==> src/hdl/lkr_pkg.sv <==
// ----------------------------------------------------------------------------
// LRU-K replacer package
// Shared widths, item kinds and status codes.
// ----------------------------------------------------------------------------
package lkr_pkg;
   localparam int FrameDefault = 64;
   localparam int FuncW   = 2;
   localparam int FrameW  = 6;
   localparam int KW      = 4;
   localparam int StatusW = 2;
   localparam int CountW  = 7;

   localparam logic [FuncW-1:0] FUNC_ACCESS = 2'd0;
   localparam logic [FuncW-1:0] FUNC_SETEV  = 2'd1;
   localparam logic [FuncW-1:0] FUNC_EVICT  = 2'd2;
   localparam logic [FuncW-1:0] FUNC_REMOVE = 2'd3;

   localparam logic [StatusW-1:0] ST_OK     = 2'd0;
   localparam logic [StatusW-1:0] ST_EMPTY  = 2'd1;
   localparam logic [StatusW-1:0] ST_PINNED = 2'd2;

   localparam logic [KW-1:0] K_RESET = 4'd2;
endpackage

==> src/hdl/lru_k_frame_replacer.sv <==
// ----------------------------------------------------------------------------
// LRU-K frame replacer
// Victim selection over N_FRAMES frames with history and cache lists.
// ----------------------------------------------------------------------------
// One item at a time. busy is high from the accepting edge until the result
// is out, and start is ignored meanwhile. Items that change the list order
// pass the rank store through one shared compare and update unit, one frame
// per cycle, and each pass walks all N_FRAMES frames.
// Steps per item:
//   - none for evict with nothing evictable and for a frame index out of range;
//   - a read of the frame's own rank and hit count for set evictable, for remove
//     of a pinned or inactive frame, and for an access that leaves the frame in the history list;
//   - that read, then a push pass for the first access of a frame or an unlink pass for remove;
//   - a search pass, then an unlink pass, for evict;
//   - the read, an unlink pass, then a push pass for an access that moves the frame to the front of the
//     cache list.
// The result is on the rsp_ ports with rsp_valid in the first cycle that busy
// is low. The receiver cannot stall the block, and the next item can be taken
// at the edge that ends the result cycle.
module lru_k_frame_replacer #(
   parameter int N_FRAMES = lkr_pkg::FrameDefault
) (
   input  logic                        clock,
   input  logic                        reset,
   input  logic                        start,
   output logic                        busy,
   input  logic [lkr_pkg::FuncW-1:0]   req_func,
   input  logic [lkr_pkg::FrameW-1:0]  req_frame,
   input  logic                        req_evictable_flag,
   input  logic                        csr_we,
   input  logic [lkr_pkg::KW-1:0]      csr_wdata,
   output logic                        rsp_valid,
   output logic [lkr_pkg::StatusW-1:0] rsp_status,
   output logic                        rsp_victim_valid,
   output logic [lkr_pkg::FrameW-1:0]  rsp_victim_frame,
   output logic [lkr_pkg::CountW-1:0]  rsp_evictable_count
);
   import lkr_pkg::*;

   localparam int IW = (N_FRAMES > 1) ? $clog2(N_FRAMES) : 1;
   localparam int RW = IW;
   localparam int CW = $clog2(N_FRAMES + 1);
   localparam logic [IW-1:0] LAST = IW'(N_FRAMES - 1);

   localparam logic [2:0] S_IDLE = 3'd0, S_RD = 3'd1, S_DEC = 3'd2, S_SRCH = 3'd3,
                          S_UNL = 3'd4, S_PUSH = 3'd5, S_DONE = 3'd6;

   // per-frame flops
   logic [N_FRAMES-1:0] act_ff, act_in, ev_ff, ev_in, sel_ff, sel_in;
   // hit count and rank stores: one frame per cycle
   logic [KW-1:0] hits_mem [N_FRAMES];
   logic [RW-1:0] rank_mem [N_FRAMES];
   logic [KW-1:0] hits_rd_ff;
   logic [RW-1:0] rank_rd_ff;

   logic [2:0]         state_ff, state_in;
   logic [KW-1:0]      k_ff;
   logic [FuncW-1:0]   func_ff, func_in;
   logic [FrameW-1:0]  frm_ff, frm_in;
   logic [IW-1:0]      f_ff, f_in, best_ff, best_in;
   logic               flag_ff, flag_in, found_ff, found_in, which_ff, which_in;
   logic               rmv_ff, rmv_in, vv_ff, vv_in;
   logic [RW-1:0]      frank_ff, frank_in, bestr_ff, bestr_in;
   logic [IW-1:0]      idx_ff, idx_in;
   logic [IW-1:0]      idx_q_ff;   // index of rank_rd_ff
   logic               rd_ok_ff, rd_ok_in;
   logic [CW-1:0]      tot_ff, tot_in, hist_ff, hist_in;
   logic [StatusW-1:0] st_ff, st_in;

   logic               res_valid_ff;
   logic [StatusW-1:0] res_status_ff;
   logic               res_vv_ff;
   logic [FrameW-1:0]  res_frame_ff;
   logic [CountW-1:0]  res_count_ff;

   logic               wr_en, hw_en;
   logic [IW-1:0]      wr_a;
   logic [RW-1:0]      wr_d;
   logic [KW-1:0]      hw_d;

   logic [KW-1:0] keff, hits_inc;
   logic [IW-1:0] q, idx_nx;
   logic          in_range, last_q, cand;

   assign keff     = (k_ff < KW'(2)) ? KW'(2) : k_ff;
   assign hits_inc = (hits_rd_ff < keff) ? hits_rd_ff + 1'b1 : hits_rd_ff;
   assign in_range = 32'(req_frame) < 32'(N_FRAMES);
   assign busy     = (state_ff != S_IDLE);
   assign q        = idx_q_ff;
   assign idx_nx   = (idx_ff == LAST) ? idx_ff : idx_ff + 1'b1;
   assign last_q   = rd_ok_ff && (q == LAST);
   assign cand     = rd_ok_ff && act_ff[q] && ev_ff[q] && (sel_ff[q] == which_ff) &&
                     (!found_ff || rank_rd_ff > bestr_ff);

   assign rsp_valid           = res_valid_ff;
   assign rsp_status          = res_status_ff;
   assign rsp_victim_valid    = res_vv_ff;
   assign rsp_victim_frame    = res_frame_ff;
   assign rsp_evictable_count = res_count_ff;

   always_ff @(posedge clock) begin
      rank_rd_ff <= rank_mem[idx_ff];
      hits_rd_ff <= hits_mem[idx_ff];
      if (wr_en) rank_mem[wr_a] <= wr_d;
      if (hw_en) hits_mem[f_ff] <= hw_d;
   end

   // one frame per cycle: lower ranks above the leaving frame, or push to front
   always_comb begin
      wr_en = 1'b0;
      wr_a  = q;
      wr_d  = rank_rd_ff;
      if (rd_ok_ff && state_ff == S_UNL) begin
         if (q != f_ff && act_ff[q] && sel_ff[q] == sel_ff[f_ff] &&
             rank_rd_ff > frank_ff) begin
            wr_en = 1'b1;
            wr_d  = rank_rd_ff - 1'b1;
         end
      end else if (rd_ok_ff && state_ff == S_PUSH) begin
         if (q == f_ff) begin
            wr_en = 1'b1;
            wr_d  = '0;
         end else if (act_ff[q] && sel_ff[q] == which_ff) begin
            wr_en = 1'b1;
            wr_d  = rank_rd_ff + 1'b1;
         end
      end
   end

   always_comb begin
      state_in = state_ff; func_in = func_ff; frm_in = frm_ff; f_in = f_ff;
      flag_in = flag_ff; found_in = found_ff; which_in = which_ff; rmv_in = rmv_ff;
      vv_in = vv_ff; frank_in = frank_ff; best_in = best_ff; bestr_in = bestr_ff;
      idx_in = idx_ff; tot_in = tot_ff; hist_in = hist_ff; st_in = st_ff;
      act_in = act_ff; ev_in = ev_ff; sel_in = sel_ff;
      rd_ok_in = 1'b0;
      hw_en = 1'b0;
      hw_d = hits_inc;
      case (state_ff)
         S_IDLE: begin
            if (start) begin
               func_in = req_func; frm_in = req_frame; f_in = IW'(req_frame);
               flag_in = req_evictable_flag; st_in = ST_OK; vv_in = 1'b0;
               found_in = 1'b0; rmv_in = 1'b0; idx_in = '0;
               if (req_func == FUNC_EVICT) begin
                  if (tot_ff == '0) begin
                     st_in = ST_EMPTY; state_in = S_DONE;
                  end else begin
                     which_in = (hist_ff == '0); state_in = S_SRCH;
                  end
               end else if (!in_range) begin
                  state_in = S_DONE;
               end else begin
                  idx_in = IW'(req_frame); state_in = S_RD;
               end
            end
         end
         S_RD: state_in = S_DEC; // fetch own rank and hit count
         S_DEC: begin
            frank_in = rank_rd_ff; idx_in = '0; state_in = S_DONE;
            case (func_ff)
               FUNC_ACCESS: begin
                  hw_en = 1'b1;
                  if (!act_ff[f_ff]) begin
                     hw_d = KW'(1);
                     act_in[f_ff] = 1'b1; sel_in[f_ff] = 1'b0; which_in = 1'b0;
                     state_in = S_PUSH;
                     if (ev_ff[f_ff]) begin
                        tot_in = tot_ff + 1'b1; hist_in = hist_ff + 1'b1;
                     end
                  end else if (sel_ff[f_ff] || hits_inc >= keff) begin
                     if (!sel_ff[f_ff] && ev_ff[f_ff]) hist_in = hist_ff - 1'b1;
                     which_in = 1'b1; state_in = S_UNL;
                  end
               end
               FUNC_SETEV: begin
                  ev_in[f_ff] = flag_ff;
                  if (act_ff[f_ff] && !ev_ff[f_ff] && flag_ff) begin
                     tot_in = tot_ff + 1'b1;
                     if (!sel_ff[f_ff]) hist_in = hist_ff + 1'b1;
                  end else if (act_ff[f_ff] && ev_ff[f_ff] && !flag_ff) begin
                     tot_in = tot_ff - 1'b1;
                     if (!sel_ff[f_ff]) hist_in = hist_ff - 1'b1;
                  end
               end
               FUNC_REMOVE: begin
                  if (act_ff[f_ff]) begin
                     if (ev_ff[f_ff]) begin
                        rmv_in = 1'b1; state_in = S_UNL;
                     end else st_in = ST_PINNED;
                  end
               end
               default: state_in = S_DONE;
            endcase
         end
         S_SRCH: begin
            rd_ok_in = !last_q;
            idx_in = idx_nx;
            if (cand) begin
               found_in = 1'b1; best_in = q; bestr_in = rank_rd_ff;
            end
            if (last_q) begin
               idx_in = '0;
               if (cand || found_ff) begin
                  f_in = cand ? q : best_ff;
                  frank_in = cand ? rank_rd_ff : bestr_ff;
                  frm_in = FrameW'(f_in);
                  vv_in = 1'b1; rmv_in = 1'b1; state_in = S_UNL;
               end else begin
                  st_in = ST_EMPTY; state_in = S_DONE;
               end
            end
         end
         S_UNL: begin
            rd_ok_in = !last_q;
            idx_in = idx_nx;
            if (last_q) begin
               idx_in = '0;
               if (rmv_ff) begin
                  act_in[f_ff] = 1'b0; ev_in[f_ff] = 1'b1; sel_in[f_ff] = 1'b0;
                  tot_in = tot_ff - 1'b1;
                  if (!sel_ff[f_ff]) hist_in = hist_ff - 1'b1;
                  state_in = S_DONE;
               end else begin
                  sel_in[f_ff] = 1'b1; state_in = S_PUSH;
               end
            end
         end
         S_PUSH: begin
            rd_ok_in = !last_q;
            idx_in = idx_nx;
            if (last_q) state_in = S_DONE;
         end
         S_DONE: state_in = S_IDLE;
         default: state_in = S_IDLE;
      endcase
   end

   always_ff @(posedge clock) begin
      if (reset) begin
         state_ff <= S_IDLE; k_ff <= K_RESET;
         act_ff <= '0; ev_ff <= '1; sel_ff <= '0;
         tot_ff <= '0; hist_ff <= '0; res_valid_ff <= 1'b0;
         idx_ff <= '0; rd_ok_ff <= 1'b0;
      end else begin
         state_ff <= state_in;
         if (csr_we) k_ff <= csr_wdata;
         act_ff <= act_in; ev_ff <= ev_in; sel_ff <= sel_in;
         tot_ff <= tot_in; hist_ff <= hist_in;
         idx_ff <= idx_in; rd_ok_ff <= rd_ok_in;
         res_valid_ff <= (state_ff == S_DONE);
      end
   end

   always_ff @(posedge clock) begin
      func_ff <= func_in; frm_ff <= frm_in; f_ff <= f_in; flag_ff <= flag_in;
      found_ff <= found_in; which_ff <= which_in; rmv_ff <= rmv_in; vv_ff <= vv_in;
      frank_ff <= frank_in; best_ff <= best_in; bestr_ff <= bestr_in;
      st_ff <= st_in; idx_q_ff <= idx_ff;
      if (state_ff == S_DONE) begin
         res_status_ff <= st_ff;
         res_vv_ff <= vv_ff;
         res_frame_ff <= vv_ff ? frm_ff : '0;
         res_count_ff <= CountW'(tot_ff);
      end
   end

   a_one_cycle: assert property (@(posedge clock) disable iff (reset)
      rsp_valid |=> !rsp_valid) else $error("result held");
   a_idle_after: assert property (@(posedge clock) disable iff (reset)
      rsp_valid |-> !busy) else $error("busy with result");
   a_hist_le: assert property (@(posedge clock) disable iff (reset)
      hist_ff <= tot_ff) else $error("history count exceeds total");
   a_victim: assert property (@(posedge clock) disable iff (reset)
      rsp_valid && rsp_victim_valid |-> rsp_status == ST_OK)
      else $error("victim with error");
endmodule

==> config.mk <==
export PLATFORM = sky130hd
export DESIGN_NAME = lru_k_frame_replacer
export DESIGN_NICKNAME = d
export VERILOG_FILES = /design/src/hdl/lkr_pkg.sv /design/src/hdl/lru_k_frame_replacer.sv
export SDC_FILE = /design/constraint.sdc
export NUM_CORES = 1
export LEC_CHECK = 0
export BUFFER_PORTS_ARGS = -buffer_cell sky130_fd_sc_hd__buf_2
export CORE_UTILIZATION = 55
export CTS_CLUSTER_SIZE = 20
export DETAILED_ROUTE_END_ITERATION = 8
export PLACE_DENSITY_LB_ADDON = 0.15
export SLEW_MARGIN = 10
export SYNTH_ARGS = -nofsm -noshare
export SYNTH_HDL_FRONTEND = slang
export SYNTH_SLANG_ARGS = --single-unit
==> constraint.sdc <==
create_clock -name clock -period 7.75 [get_ports clock]
set_input_delay 1.1625 -clock clock [delete_from_list [all_inputs] [get_ports clock]]
set_output_delay 1.1625 -clock clock [all_outputs]
set_load 0.005 [all_outputs]
==> results.txt <==
In the final routed layout, each cell accounts on average for 30.6 um. Setup repair after global routing left no endpoint under its margin. The clock passes through at most 3 buffers. The highest cell delay on the worst timing path came out at 850 ps. After detailed routing, no signal wire sits above met4. In this run the cell area measured after placement is 42,700 um^2. The final sum of negative setup slack was 0 ps; the buffer and inverter count on the worst path was 2.

Transition time at the pin with the least slew margin: 1230 ps. TritonCTS built the clock tree. Sorting the synthesized cells by how often they occur yields edfxtp_1, nand2_1, dfxtp_1, mux4_2, nor2_1. Most frequently used flop master after synthesis: edfxtp_1. The routed design uses 57,300 um of met2 wire. Number of levels in the clock H-tree: 3. For the instance count of the mapped netlist, the log shows 3,115. The number of warnings printed during yosys synthesis is 0.

The number of max-cap violations is 0. The later pin in the worst-skew pair is clocked with a latency of 670 ps. The aggregate global routing overflow was 0. Average cell area after synthesis: 13.4 um^2. The cell sitting at the root of the clock tree is a clkbuf_16.

Data on the critical path arrives at its endpoint at 5860 ps. The tools report the clock skew after layout as 29.7 ps. For the total routed wirelength, the log shows 125,000 um. Walking the worst path, the cells encountered are clkinv_1, mux2i_1, o22ai_1, a21o_1, nor4_4, xnor2_1, nand3_1, o211a_2, a221o_2, buf_4.

Total of hold buffers inserted after clock tree synthesis: 0. Cell type with the highest aggregate area in the netlist: edfxtp_1. Setup violations remaining at the end of the flow were counted as 0.

The count of buffers added on input and output ports is 34. The boundary pin count was 35. Number of antenna violations at the first check in global routing: 3. For the synthesized net count, the log shows 3,164. For the number of antenna cells inserted, the log shows 0. The most common cell in the synthesized netlist is edfxtp_1. For the detailed-routing iteration count for the pre-antenna-repair pass, the log shows 7. Overall die area: 77,300 um^2. The run gives 27,300 as the via count of the first global-routing pass. The type of element capturing the critical path is a flip-flop.

Ranked by total cell area, the synthesized netlist is headed by edfxtp_1, mux4_2, dfxtp_1, nand2_1, a21oi_1. Once layout is done, the placed cells without fillers occupy 45,800 um^2. The run gives 0 as the hold violation count in the final report. The global-route usage over all layers is 32.7%. Once detail routing completed, the nets flagged for antenna violations numbered 0. The floorplan step defined a core boundary enclosing 74,900 um^2. The area share of the leading cell type in the synthesized netlist is 49.4%. The clock-pin slew of the registers on the worst-case setup and hold paths was 70 ps. The clock buffer count from CTS was 93. The logs give 199 for the pin count of the biggest net entering global routing and 55.9% for the starting density of the core. The wire length on met1 was 51,100 um; the sink count of the clock tree was 926. For this design, the slowest cell found on the critical path is o211a_2. Count of routing violations after the opening detailed-route iteration: 3,230.

The buffers inserted during post-CTS setup optimization was 0. Based on the critical path, the design can be clocked at up to 182 MHz. The minimum setup slack after placement was 2320 ps; the share of synthesized flip-flops with an asynchronous set or reset was 0%. Power per unit of standard cell area: 340 nW/um^2.

Counting flops with a built-in enable in the synthesized netlist gives 689. The overall die height was 278 um. The family with the most delay on the worst path was compound AO/OA/AOI/OAI gates.

For the worst hold-check slack, the log shows 425 ps. The cell area after synthesis is 41,900 um^2, and the leakage power total is 14.3 nW. The first global-routing pass estimated 185,000 um of wire. The number of cells traversed by the worst register-to-register path is 10, and the flip-flop and latch count after synthesis is 926. Measured on the finished design, the core utilization comes to 61.1%. The via density per instance works out to 6.88. From synthesis to final layout, the design area changed by 9.31%. The placed wire-length estimate after detailed placement came out at 81,900 um.

The run gives 8110 ps as the required time of the critical path. The path class of the tightest hold or removal check is reg2reg. The flow ran to the end, and the final reports show no timing, DRC or antenna violations. The worst hold path passes through 0 cells. The congestion estimate from routability-driven global placement came to 1.02. The die is 278 um wide. The tools report the number of nets in the finished design as 3,097. The fraction of the yosys area taken by sequential cells is 60.7%. The wire length on met3 came out at 11,400 um.

Post-CTS repair changed the size of 0 cells. After floorplanning, the core was divided into 100 placement rows. Counting the fill cells in the layout gives 5,611. The worst slew slack as a fraction of its limit was 17.5%; the total DRC errors in the routed layout was 0.

Cells with a size suffix above 1 make up 17.8% of the layout. The worst setup path category was reg2reg. After layout, the worst setup slack is 2250 ps. The routed design could run at a clock period as short as 5500 ps. The nature of the critical path startpoint was a flip-flop.

In this run, distinct cell masters in the synthesized netlist total 88. The total number of vias is 28,100. The count of final max-slew check failures was 0; the number of cells on the critical path was 10. Final clock period utilization by the worst path: 71.0%.

Of all nets on the critical path, the largest fanout is 64. The worst-case IR drop observed on VDD is 0.253 mV.
[worst paths after layout]
kind	start	end	slack, ps
max reg2reg	f_ff[2]	rank_mem[60][1]	2250
max	f_ff[2]	rank_mem[60][1]	2250
min	st_ff[1]	rsp_status[1]	430
min reg2reg	st_ff[1]	rsp_status[1]	430
[metal layers]
| metal | global-route usage [%] | vias to the layer above |
|---|---|---|
| li1 | - | 12000 |
| met1 | 46.3 | 14300 |
| met4 | 12.5 | 0 |
| met5 | 0 | - |
| met2 | 50.4 | 1493 |
| met3 | 6.44 | 294 |
[through the flow]
stage	power, W	instances
after CTS	0.0156	4093
after global routing	0.0161	4093
after detailed placement	0.0111	3922
final	0.0156	4093
after floorplan	0.00946	3115
after global placement	0.0110	3922
[final cells by class]
cell class                      instances  area (um^2)  share of cell area, %
Sequential cell                       926        25500                   55.6
Timing Repair Buffer                   84          577                   1.26
Clock inverter                         59          588                   1.28
Tap cell                              969         1210                   2.65
Multi-Input combinational cell       1887        15200                   33.3
Inverter                               56          210                  0.459
Clock buffer                          112         2500                   5.46
[power by group]
group	internal, W	switching, W
logic	0.00149	0.00301
registers	0.00624	0.000310
clock network	0.00253	0.00198
[worst register-to-register path: stages (launching register included)]
cell and delay (ps):
edfxtp_1 380, clkinv_1 770, mux2i_1 740, o22ai_1 220
a21o_1 230, nor4_4 690, xnor2_1 260, nand3_1 190
o211a_2 850, a221o_2 290, buf_4 540
[cell usage in the layout, fill, tap and decap left out, types with 19 or more instances in the layout]
cell type | synthesis | routed
nor2_1 | 220 | 218
mux2_2 | 50 | 50
inv_1 | 54 | 54
o31ai_1 | 42 | 42
a2bb2oi_1 | 60 | 60
nor3_1 | 116 | 115
nand2b_1 | 19 | 19
mux2i_1 | 52 | 52
a221oi_1 | 38 | 38
mux4_2 | 225 | 225
edfxtp_1 | 689 | 689
o21ai_0 | 65 | 64
a21oi_1 | 172 | 172
dfxtp_1 | 237 | 230
o22ai_1 | 19 | 19
a31oi_1 | 22 | 22
ha_1 | 32 | 32
clkbuf_16 | 0 | 94
nand3_1 | 163 | 163
buf_2 | 52 | 33
nand2_1 | 280 | 277
buf_4 | 11 | 48
clkinv_2 | 0 | 20
[kinds of logic after synthesis]
logic type	synth area share, %
AOI/OAI and AO/OA	9.32
xor gates and xnor gates	0.355
adders and majority gates	0.956
buffers and inverters	3.09
DFF	60.7
muxes	15.1
and+or+nand+nor	10.4
Note: power is estimated with default switching activity, not from simulation.
